File: src/cpe_queue.sv
// Small first-in first-out queue built from a register array.
module cpe_queue #(
  parameter int WIDTH = 8,
  parameter int DEPTH = 2
) (
  input  logic             clk_i,
  input  logic             rst_ni,
  input  logic             push_i,
  input  logic [WIDTH-1:0] wdata_i,
  output logic             full_o,
  input  logic             pop_i,
  output logic [WIDTH-1:0] rdata_o,
  output logic             empty_o
);
  localparam int AW = (DEPTH > 1) ? $clog2(DEPTH) : 1;
  localparam int CW = $clog2(DEPTH + 1);

  logic [WIDTH-1:0] mem_q [DEPTH];
  logic [AW-1:0]    wr_ptr_q, rd_ptr_q;
  logic [CW-1:0]    count_q;
  logic             do_push, do_pop;

  assign full_o  = (count_q == CW'(DEPTH));
  assign empty_o = (count_q == '0);
  assign do_push = push_i && !full_o;
  assign do_pop  = pop_i && !empty_o;
  assign rdata_o = mem_q[rd_ptr_q];

  always_ff @(posedge clk_i) begin
    if (do_push) begin
      mem_q[wr_ptr_q] <= wdata_i;
    end
  end

  always_ff @(posedge clk_i or negedge rst_ni) begin
    if (!rst_ni) begin
      wr_ptr_q <= '0;
      rd_ptr_q <= '0;
      count_q  <= '0;
    end else begin
      if (do_push) begin
        wr_ptr_q <= (wr_ptr_q == AW'(DEPTH - 1)) ? '0 : wr_ptr_q + AW'(1);
      end
      if (do_pop) begin
        rd_ptr_q <= (rd_ptr_q == AW'(DEPTH - 1)) ? '0 : rd_ptr_q + AW'(1);
      end
      if (do_push && !do_pop) begin
        count_q <= count_q + CW'(1);
      end else if (do_pop && !do_push) begin
        count_q <= count_q - CW'(1);
      end
    end
  end

  a_count_bound: assert property (@(posedge clk_i) disable iff (!rst_ni)
    count_q <= CW'(DEPTH)) else $error("queue count beyond depth");

  a_push_grows: assert property (@(posedge clk_i) disable iff (!rst_ni)
    (do_push && !do_pop) |=> (count_q == $past(count_q) + CW'(1)))
    else $error("queue count did not grow on push");

  a_full_ptrs: assert property (@(posedge clk_i) disable iff (!rst_ni)
    full_o |-> (wr_ptr_q == rd_ptr_q)) else $error("full queue with split pointers");

endmodule

File: config.mk
export PLATFORM = sky130hd
export DESIGN_NAME = cpe_queue
export DESIGN_NICKNAME = d
export VERILOG_FILES = /design/src/cpe_queue.sv
export SDC_FILE = /design/constraint.sdc
export NUM_CORES = 1
export LEC_CHECK = 0
export BUFFER_PORTS_ARGS = -buffer_cell sky130_fd_sc_hd__clkbuf_2
export CAP_MARGIN = 15
export CORE_MARGIN = 3
export CORE_UTILIZATION = 52
export CTS_CLUSTER_SIZE = 24
export DETAILED_ROUTE_END_ITERATION = 10
export PLACE_DENSITY = 0.8
export REMOVE_ABC_BUFFERS = 1
export SYNTH_ARGS = -nofsm -noshare
export SYNTH_HDL_FRONTEND = slang
export SYNTH_SLANG_ARGS = --single-unit
File: constraint.sdc
create_clock -name clk_i -period 3.6 [get_ports clk_i]
set_clock_uncertainty 0.2 [all_clocks]
set_input_delay 0.36 -clock clk_i [delete_from_list [all_inputs] [get_ports clk_i]]
set_output_delay 0.36 -clock clk_i [all_outputs]
set_load 0.1 [all_outputs]
# Yosys cells after proc, flatten, opt, wreduce, memory -nomap -nowiden
# Memories as Yosys holds them, arrays and structs flattened.
# Cells that the tools add are included.
[word_totals] ramBits=16 input_bits=12 output_inout_bits=10 mem_count=1 ff_bits=4 wordCells=25
[mem_list] memory="mem_q" depth=2 width=8 rd=1 rd_ports_with_merged_regs=0 write_ports=1 line="18" rtl="logic [WIDTH-1:0] mem_q [DEPTH];"
[op_classes] add_sub_neg=4 reduce_logical=10 n_mux=6 eq_ne=1
[ops] op="1-bit logical AND" count=4
[ops] op="1-bit zero test" count=4
[ops] op="1-bit two-way mux" count=4
[ops] op="2-bit two-way mux" count=2
[ops] op="1-bit adder, second input constant" count=2
[ops] op="2-bit by 1-bit adder with 2-bit output, second input constant" count=1
[ops] op="2-bit == test, second input constant" count=1
[ops] op="2-bit zero test" count=1
[ops] op="2-bit nonzero test" count=1
[ops] op="2-bit by 1-bit subtractor with 2-bit output, second input constant" count=1

# Logic depth before layout (Yosys ltp)
[depth] depth_word=7 ltp_mapped=7

# Worst setup path before layout
# Ideal clock, no wire load.
[synth_timing] kind="register to output" from="register count_q[0]" to="output port empty_o" n_path_buf=0 t_required_ns=3.040 path_stages_with_launch=2 arrival_ns=1.673 slack_ns=1.367 cell_sequence="dfrtp_1 -> nor2_1"
[synth_via] elab_chain_len=1
[synth_rtl] element="from (decl)" line="20" rtl="logic [CW-1:0] count_q;"
[synth_rtl] element="from (signal assigned)" line="48" rtl="count_q <= count_q + CW'(1);"
[synth_rtl] element="from (signal assigned)" line="50" rtl="count_q <= count_q - CW'(1);"
[synth_rtl] element="2-bit zero test" line="24" rtl="assign empty_o = (count_q == '0);"
[synth_rtl] element="to (decl)" line="13" rtl="output logic empty_o"
# Every way passes these cells.

# Final worst setup path
[layout_timing] from="register rd_ptr_q" to="output port rdata_o[2]"
[layout_via] elab_chain_len=1
[layout_rtl] element="from (decl)" line="19" rtl="logic [AW-1:0] wr_ptr_q, rd_ptr_q;"
[layout_rtl] element="from (signal assigned)" line="45" rtl="rd_ptr_q <= (rd_ptr_q == AW'(DEPTH - 1)) ? '0 : rd_ptr_q + AW'(1);"
[layout_rtl] element="memory 2 x 8 bit"
[layout_rtl] element="to (decl)" line="12" rtl="output logic [WIDTH-1:0] rdata_o,"
# Every way passes these cells.

==> reports/metrics.yaml <==
timing:
  tcrit_tclk_final_pct: 60.0
  timing.slew.headroom_pct: 55.9
  slew_viol_final: 0
  setup_tns_ns: 0
  report.final.setup_viol: 0
  tightest_slew_ns: 0.659
  fmaxAchievable_ghz: 0.463
  timing_hold_violations_final: 0
  layout_min_cycle_time_ns: 2.16
  rsz0062_at_grt: "no"
critical_path:
  critical_path.endpoint_type: "output port"
  cp_slowest_cell: "sky130_fd_sc_hd__dfrtp_1"
  path_cells: "mux2_2 -> clkbuf_2"
  r2r_start: "count_q[0]$_DFFE_PN0P_"
  timing.critical_path.slowest_cell_delay_ns: 0.57
  path_max_fanout: 9
  critical_path_arrival_ns: 1.60
  worst_setup_path_start_kind: "flip-flop"
  r2r_setup_slack_ns: 1.79
  path_class: "flip-flop to output port"
  reg2reg_to: "mem_q[0][0]$_DFFE_PP_"
  worst_ep_required_time_ns: 3.04
  r2r_cell_count: 3
logic_synthesis:
  synth.top_cells.by_area: "sky130_fd_sc_hd__edfxtp_1 61%, sky130_fd_sc_hd__dfrtp_1 13%, sky130_fd_sc_hd__mux2_1 8.6%"
  synth.ff_latch_count: 20
  avg_cell_area_syn_um2: 17.8
  synth_edf_count: 16
  yosysTopAreaCellShare_pct: 61.4
  yosysTopAreaCell: "sky130_fd_sc_hd__edfxtp_1"
  synth_top_flop_cell: "sky130_fd_sc_hd__edfxtp_1"
  synth_cells: 44
  synthTopCellsByCount: "16 x sky130_fd_sc_hd__edfxtp_1, 6 x sky130_fd_sc_hd__mux2_1, 4 x sky130_fd_sc_hd__dfrtp_1"
  seq_area_frac_synth_pct: 74.2
  cell_area_synth_um2: 782
  yosysUniqueCellTypes: 15
  synthArstFlopShare_pct: 20.0
  most_frequently_used_cell_type_in_the_post_synthesis_netlist: "sky130_fd_sc_hd__edfxtp_1"
  ys_warn_count: 0
drt:
  post_drt_antenna_nets: 0
  routed-via-count: 430
  first_pass_iters: 2
  postRouteWirelength_um: 1080
  drcViolationCount: 0
  wl_per_cell_um: 12.8
  drt-initial-drc-count: 2
  viasPerCell: 5.12
clock_network:
  htreeDepth: 1
  clock_latency_ns: 0.28
  cts_tree: "yes"
  clock-root-buffer: "sky130_fd_sc_hd__clkbuf_4"
  cts.path.max_buffers: 2
  tritoncts.num_buffers: 3
  clock_net_sink_count: 20
  clk_pin_slew_worst_paths_ns: 0.10
min_path:
  min_path_cells: 1
  hold_path.startpoint: "wdata_i[2]"
  hold_path.class: "primary input to flip-flop"
  hold_end: "mem_q[0][2]$_DFFE_PP_"
job:
  max_cap_violations: 0
floorplanning:
  dieWidth_um: 44.8
  chipHeight_um: 44.8
  fp.coreArea_mm2: 0.00135
  placement_rows: 13
  design.portCount: 22
  die_area_mm2: 0.00201
  start_util_pct: 57.9
final_layout:
  areaGrowthSynthToFinish_pct: 19.8
  design.final.nets: 83
  antennaDiodeCount: 0
  layout-drive-gt1-share_pct: 40.6
placement:
  port_buffers: 21
  dp.final_hpwl_um: 875
  routabilityCongestion: 0.611
status:
  run_status: "finished clean"
global_routing:
  grt_start_max_net_pins: 12
  total_global_route_track_usage_pct: 12.3
  first_global_vias: 387
  grt_pass1_wl_um: 1750
  total_gr_overflow: 0
  antenna_found_initial: 0
flip-flops by register name, indices dropped and copies added, names as in the netlist:
| signal | count |
|---|---|
| count_q | 2 |
| mem_q | 16 |
| wr_ptr_q | 1 |
| rd_ptr_q | 1 |
through the flow:
step | hold WS (ns) | util, % | area, um^2 | worst slack [ns] | std cells
floorplan | -0.136 | - | 777 | 1.37 | 43
global placement | -0.0317 | 66.7 | 901 | 1.75 | 79
detailed placement | -0.0265 | 66.7 | 901 | 1.74 | 79
CTS | 0.0567 | 69.4 | 937 | 1.42 | 84
global route | 0.0414 | 69.4 | 937 | 1.37 | 84
finish | 0.0594 | 69.4 | 937 | 1.44 | 84
worst max-delay path: cells and delay by family, from the launching register on:
kind | cells | cell delay, ns
muxes | 1 | 0.38
DFF | 1 | 0.57
buffers and inverters | 1 | 0.37
cell type report:
class / count / area (um^2)
timing repair buffer: 22 / 115
inverter: 2 / 7.51
tap: 15 / 18.8
multi-input combinational: 21 / 189
clock inverter: 1 / 3.75
clock buffer: 3 / 22.5
sequential: 20 / 581
fill: 99 / 413
timing repair:
action                    4_1_cts  5_1_grt
resized for setup               0        0
hold buffers                    1        0
hold endpoints to repair        4        0
setup buffers                   0        0
cells in the final DEF (no fill, tap or decap), types with 2 or more instances in the layout:
cell type,n
sky130_fd_sc_hd__xnor2_1,2
sky130_fd_sc_hd__mux2_1,6
sky130_fd_sc_hd__dfrtp_1,4
sky130_fd_sc_hd__mux2_2,2
sky130_fd_sc_hd__edfxtp_1,16
sky130_fd_sc_hd__xor2_1,2
sky130_fd_sc_hd__inv_1,2
sky130_fd_sc_hd__clkbuf_2,21
sky130_fd_sc_hd__clkbuf_4,3
sky130_fd_sc_hd__nor2_1,3
layer usage:
metal	up-vias	track usage [%]	wire length [um]	share of wire, %
li1	208	-	-	-
met1	209	14.7	435	40
met2	11	22.1	586	54
met3	2	3.98	48	4.5
met4	0	1.75	6	0.56
met5	-	0	0	0
cell families (layout without fill, tap and decap cells):
group | after synthesis | count (layout) | share of synthesized area [%]
mux | 8 | 8 | 11.5
simple gates | 6 | 6 | 3.84
buf+inv | 3 | 28 | 1.60
fa+ha+maj | 1 | 1 | 1.60
compound gates | 1 | 1 | 0.639
flops | 20 | 20 | 74.2
xor+xnor | 5 | 5 | 6.56
worst max path at each step:
stage,endpoint,slack (ns),depth (start not counted),startpoint
floorplan,empty_o,1.37,1,count_q[0]$_DFFE_PN0P_
CTS,rdata_o[2],1.42,2,rd_ptr_q$_DFFE_PN0P_
finish,rdata_o[2],1.44,2,rd_ptr_q$_DFFE_PN0P_
global placement,rdata_o[7],1.75,2,rd_ptr_q$_DFFE_PN0P_
global route,rdata_o[2],1.37,2,rd_ptr_q$_DFFE_PN0P_
detailed placement,rdata_o[2],1.74,2,rd_ptr_q$_DFFE_PN0P_
Power is not shown: default switching activity piles up to over one toggle a cycle in this logic, so the estimate is an artifact.
