<file path="config.mk">
export PLATFORM = sky130hd
export DESIGN_NAME = cpe_front
export DESIGN_NICKNAME = d
export VERILOG_FILES = /design/src/cpe_pkg.sv /design/src/cpe_front.sv
export SDC_FILE = /design/constraint.sdc
export NUM_CORES = 1
export LEC_CHECK = 0
export ABC_CLOCK_PERIOD_IN_PS = 800
export BUFFER_PORTS_ARGS = -buffer_cell sky130_fd_sc_hd__clkbuf_2
export CAP_MARGIN = 5
export CORE_MARGIN = 2
export CORE_UTILIZATION = 30
export DETAILED_ROUTE_END_ITERATION = 6
export GPL_TIMING_DRIVEN = 0
export PLACE_DENSITY_LB_ADDON = 0.15
export SLEW_MARGIN = 20
export SYNTH_ARGS = -nofsm -noshare
export SYNTH_HDL_FRONTEND = slang
export SYNTH_SLANG_ARGS = --single-unit
</file>
<file path="constraint.sdc">
create_clock -name clk_i -period 0.8 [get_ports clk_i]
set_input_delay 0.04 -clock clk_i [delete_from_list [all_inputs] [get_ports clk_i]]
set_output_delay 0.04 -clock clk_i [all_outputs]
set_load 0.005 [all_outputs]
</file>
<file path="src/cpe_pkg.sv">
// Shared constants and codes for the complex polynomial evaluation unit.
package cpe_pkg;

  localparam int WORD_BITS_DEF     = 32;
  localparam int FRACTION_BITS_DEF = 16;
  localparam int QUEUE_DEPTH_DEF   = 2;
  localparam int CFG_INDEX_BITS    = 2;

  typedef enum logic [CFG_INDEX_BITS-1:0] {
    REG_POINT_REAL,
    REG_POINT_IMAG
  } cfg_reg_e;

endpackage

</file>
<file path="src/cpe_front.sv">
// Front end: evaluation point registers and coefficient request intake.
module cpe_front #(
  parameter int WORD_BITS = cpe_pkg::WORD_BITS_DEF
) (
  input  logic                              clk_i,
  input  logic                              rst_ni,
  input  logic                              cfg_valid_i,
  output logic                              cfg_ready_o,
  input  logic [cpe_pkg::CFG_INDEX_BITS-1:0] cfg_index_i,
  input  logic [WORD_BITS-1:0]              cfg_wdata_i,
  input  logic                              push_i,
  input  logic signed [WORD_BITS-1:0]       coef_real_i,
  input  logic signed [WORD_BITS-1:0]       coef_imag_i,
  input  logic                              last_coef_i,
  output logic                              full_o,
  output logic                              q_push_o,
  output logic [2*WORD_BITS:0]              q_data_o,
  input  logic                              q_full_i,
  output logic signed [WORD_BITS-1:0]       point_real_o,
  output logic signed [WORD_BITS-1:0]       point_imag_o
);
  import cpe_pkg::*;

  logic signed [WORD_BITS-1:0] point_real_q, point_imag_q;

  assign cfg_ready_o = 1'b1;

  always_ff @(posedge clk_i or negedge rst_ni) begin
    if (!rst_ni) begin
      point_real_q <= '0;
      point_imag_q <= '0;
    end else if (cfg_valid_i && cfg_ready_o) begin
      case (cfg_index_i)
        REG_POINT_REAL: point_real_q <= cfg_wdata_i;
        REG_POINT_IMAG: point_imag_q <= cfg_wdata_i;
        default: ;
      endcase
    end
  end

  assign point_real_o = point_real_q;
  assign point_imag_o = point_imag_q;
  assign full_o       = q_full_i;
  assign q_push_o     = push_i && !q_full_i;
  assign q_data_o     = {last_coef_i, coef_imag_i, coef_real_i};

endmodule

</file>
* After elaboration in Yosys (flattened, before gate mapping)
Cells that the tools add are included.
** Cells by class
- Divide/modulo/power cells :: 0
- Eq/ne operators :: 1
- Add/subtract/negate cells :: 0
- $lt $le $gt $ge :: 0
- $mul :: 0
- Reduce and logical (&&, ||, !) cells :: 5
- Bitwise logic cells :: 0
- Shift operators :: 0
- Multiplexer cells :: 0
** Operators with widths (count)
- 2-bit AND reduction :: 2
- 2-bit by 1-bit equality test with 1-bit output, second input constant :: 1
- 2-bit zero test :: 1
- 1-bit logical AND :: 1
- 1-bit zero test :: 1
** Storage, ports and cells
- Register bits :: 64
- Memories kept :: 0
- RAM bits :: 0
- Latch bits :: 0
- Memory bits (read-only) :: 0
- Input bits :: 104

* Logic depth before layout (Yosys ltp)
- Depth after elaboration :: 2
- Gate-level depth with buffers :: 3
- Mapped depth without buffers :: 2

* Worst setup path after synthesis
No wires, ideal clock.
- Path kind :: input to register
- From :: in cfg_index_i[1] (netlist name)
- To :: reg point_real_q[0], in the netlist point_real_o[0]
- Data required time :: 675 ps
- Arrival :: 822 ps
- Stages :: 3
- Setup slack :: -147 ps
- Cells stage by stage :: nor3b_4 -> buf_4 -> mux2_2
** On the way
- Word-level cells in the longest chain between the ends :: 2
** Ends and longest elaborated chain
- from (decl) :: RTL line cpe_front.sv:9 : input logic [cpe_pkg::CFG_INDEX_BITS-1:0] cfg_index_i,
- 2-bit zero test :: RTL line cpe_front.sv:33 : case (cfg_index_i)
- 2-bit AND reduction (no source line)
- to (signal assigned) :: RTL line cpe_front.sv:34 : REG_POINT_REAL: point_real_q <= cfg_wdata_i;
- to (decl) :: RTL line cpe_front.sv:24 : logic signed [WORD_BITS-1:0] point_real_q, point_imag_q;
No other way between the ends.
A chain may end at the register's enable or synchronous reset.

* Worst setup path after layout
- From :: reg point_imag_q[26], in the netlist point_imag_o[26]
- To :: out point_imag_o[26]
** RTL lines
- from (decl) :: RTL line cpe_front.sv:24
- from (signal assigned) :: RTL line cpe_front.sv:35 : REG_POINT_IMAG: point_imag_q <= cfg_wdata_i;
- to (decl) :: RTL line cpe_front.sv:20 : output logic signed [WORD_BITS-1:0] point_imag_o
No word-level cell between the ends.

==> parameters.txt <==
Parameter                              Value

Synthesis
  Number of register bits inferred by synthesis    64
  Proportion of register bits with asynchronous set or reset after synthesis    100%
  Cell variety after synth    9
  Prevailing post-synth register cell    dfrtp_1
  Mean cell area of the mapped netlist    14.3 um^2
  Most area-consuming cells after synthesis    dfrtp_1 55%, mux2_2 24%, buf_4 18%
  Cell type with the highest aggregate area in the netlist    dfrtp_1
  Post-synth top area share    54.7%
  Syn nets    309
  Most frequent cell after synthesis    buf_4
  Cell types with the highest counts after synthesis    70 x buf_4, 64 x dfrtp_1, 62 x mux2_2
  Gate count after technology mapping    205
  Synth Warn #    0
  Sequential area share after synthesis    54.7%
  Netlist area before placement    0.00293 mm^2
  Number of flops mapped to enable cells by yosys    0

Power and ir drop
  Clock share of power    29.2%
  Pleak    2.54 nW
  Part of the power in combinational logic    26.7%
  Net Sw Power    0.00239 W
  VDD IR-drop max    947 uV
  Proportion of power drawn by flip-flops and latches    44.1%
  Internal power    0.00708 W
  Fraction of power spent switching nets    25.2%
  Power density over cell area    1970 mW/mm^2

Critical path
  CP arrival    0.86 ns
  Nature of the critical path endpoint    primary output
  Delay of the slowest cell on the worst path    0.40 ns
  Worst Setup Path Type    flop to primary output
  Crit path max-delay family    flip-flops
  Total stage count of the critical path    1
  Buf+Inv Stages, Crit Path    1
  Biggest fanout along the worst timing path    2
  Series of cell instances along the critical path    clkbuf_2
  Critical-path cell with the highest stage delay    dfrtp_1
  Worst Reg-to-Reg Cells    2
  Data required time of the worst path    0.76 ns
  Kind of launch point of the worst setup path    flop

Cells and area
  Number of diodes    0
  Layout overhead on the synthesized area    64.1%
  Proportion of layout cells with a drive suffix above 1    77.0%
  End-of-flow core utilization    49.9%
  Post-layout net count    534

Place
  Routability congestion estimate from global placement    0.663
  DP Wirelength    5.08 mm
  Count of buffers from port buffering    169

Clock tree
  CTS tree    built
  Number of buffers created by CTS    9
  Number of buffers between clock root and the deepest sink    2
  # clock sinks    64
  Clk root buf    clkbuf_8
  Cts-stage hold buffer count    32
  Worst-Skew Late Latency    0.32 ns
  Clock slew at the register clock pins of the worst setup and hold paths    0.07 ns
  H-tree Lvls    3

Timing
  Period Utilization, post-route    112%
  Number of pins with negative max-slew slack in the final report    0
  Hold violation total from the final report    32
  Achievable Freq    1.12 GHz
  Final worst clock skew    0 ns
  Setup repair after global routing missed its margin    true
  Min Clock Period, post-route    0.895 ns
  Total setup violations reported at the end of the flow    72
  Post-route worst hold slack    -0.317 ns
  Post-layout worst setup margin    -0.0953 ns
  Post-route setup TNS    -4.58 ns

Outcome
  Violations in the final reports    hold timing, setup timing
  Status    finished with violations

Floorplanning
  Placeable Area    0.00964 mm^2
  # IOs    236
  Horizontal extent of the die    103 um
  Site Rows    36
  Starting utilization of the core area    30.4%
  Die outline height    103 um
  Area of the die    0.0106 mm^2

Routing
  Number of violations reported at the end of detailed-routing iteration 0    17
  Number of vias per cell    4.07
  Post-DRT Antenna Nets    0
  DR vias    2,310
  Final wirelength    7.29 mm
  DRC violations left    0
  Iteration count of the initial detailed-routing pass    2
  WL per Instance    12.8 um

Global routing
  Total congestion overflow after global routing    0
  Number of global-route vias before repair    2,028
  Met2 track demand over resource in global routing    22.0%
  Met3 Resource Use GR    4.81%
  Initial antenna violation count    0
  Global-route track usage on met1    14.2%
  Maximum number of pins on one net before global-route repair    34
  Overall fraction of global-route tracks in use    12.4%
  Global-route wire length before repair    9.93 mm
  Busiest metal layer after global routing    met2

Flow run
  Number of maximum-capacitance violations    0

Worst hold path
  Worst hold path type    input port to asynchronous set/reset pin
state kept, by name, summed over array words and instances, names as in the netlist:
signal,flops
point_real_o,32
point_imag_o,32
final cells by class:
type                            count  area, um^2
Timing Repair Buffer              214        1360
Fill cell                         900        4830
Sequential cell                    64        1600
Clock buffer                       12         145
Multi-Input combinational cell     68         886
Clock inverter                      4        53.8
Buffer                             73         599
Tap cell                          133         166
final timing paths:
path                                               from                      endpoint  slack [ns]
max                        point_imag_o[26]$_DFFE_PN0P_              point_imag_o[26]        -0.1
min                                              rst_ni  point_imag_o[24]$_DFFE_PN0P_       -0.32
max reg2reg                point_real_o[19]$_DFFE_PN0P_  point_real_o[19]$_DFFE_PN0P_       -0.08
max in group asynchronous                        rst_ni   point_real_o[9]$_DFFE_PN0P_        0.57
min reg2reg                 point_imag_o[5]$_DFFE_PN0P_   point_imag_o[5]$_DFFE_PN0P_        0.51
min in group clk_i                       cfg_index_i[0]  point_imag_o[31]$_DFFE_PN0P_        0.12
cells in the final DEF, fill, tap and decap left out, drive strengths merged:
cell type / instances
buf: 85
nand3b: 1
conb: 1
mux2: 64
clkinv: 1
nor3b: 1
dfrtp: 64
dlygate4sd3: 32
clkbuf: 182
bufinv: 1
nor2b: 1
clkinvlp: 2
routing by layer:
| layer | part of all wire (%) | vias to the layer above |
|---|---|---|
| met5 | 0 | - |
| li1 | - | 1069 |
| met2 | 50 | 125 |
| met3 | 8.6 | 4 |
| met1 | 40 | 1112 |
| met4 | 0.43 | 0 |
stage by stage:
stage | instance area, um^2 | instances | total power, W | worst slack [ns]
finish | 4810 | 568 | 0.00947 | -0.0953
global placement | 3950 | 507 | 0.00623 | -0.780
global route | 4810 | 568 | 0.0101 | -0.153
floorplan | 2940 | 205 | 0.00515 | -0.147
CTS | 4610 | 566 | 0.00941 | -0.114
detailed placement | 3970 | 508 | 0.00630 | -0.483
power by group through the flow:
| stage | Sequential [W] | Clock (W) | Combinational, W |
|---|---|---|---|
| 2_1_floorplan | 0.00425 | 0 | 0.000899 |
| 6_report | 0.00417 | 0.00276 | 0.00253 |
| 5_1_grt | 0.00425 | 0.00303 | 0.00278 |
| 4_1_cts | 0.00416 | 0.00290 | 0.00235 |
| 3_5_place_dp | 0.00422 | 0 | 0.00208 |
| 3_3_place_gp | 0.00419 | 0 | 0.00203 |
cell families after synthesis:
logic type             share of synthesized area [%]
flip-flops                                      54.7
AND/OR/NAND/NOR                                 1.24
buffers and inverters                           19.4
other                                          0.128
multiplexers                                    24.6
timing repair:
item                                   in CTS  in global routing
resized for setup                          11                 45
gates cloned                                1                  2
pin swaps                                   1                  1
endpoints found under the hold margin      96                 32
setup buffers                               9                  0
setup endpoints to repair                  94                 99
No activity file was read; power rests on OpenSTA's default activity.
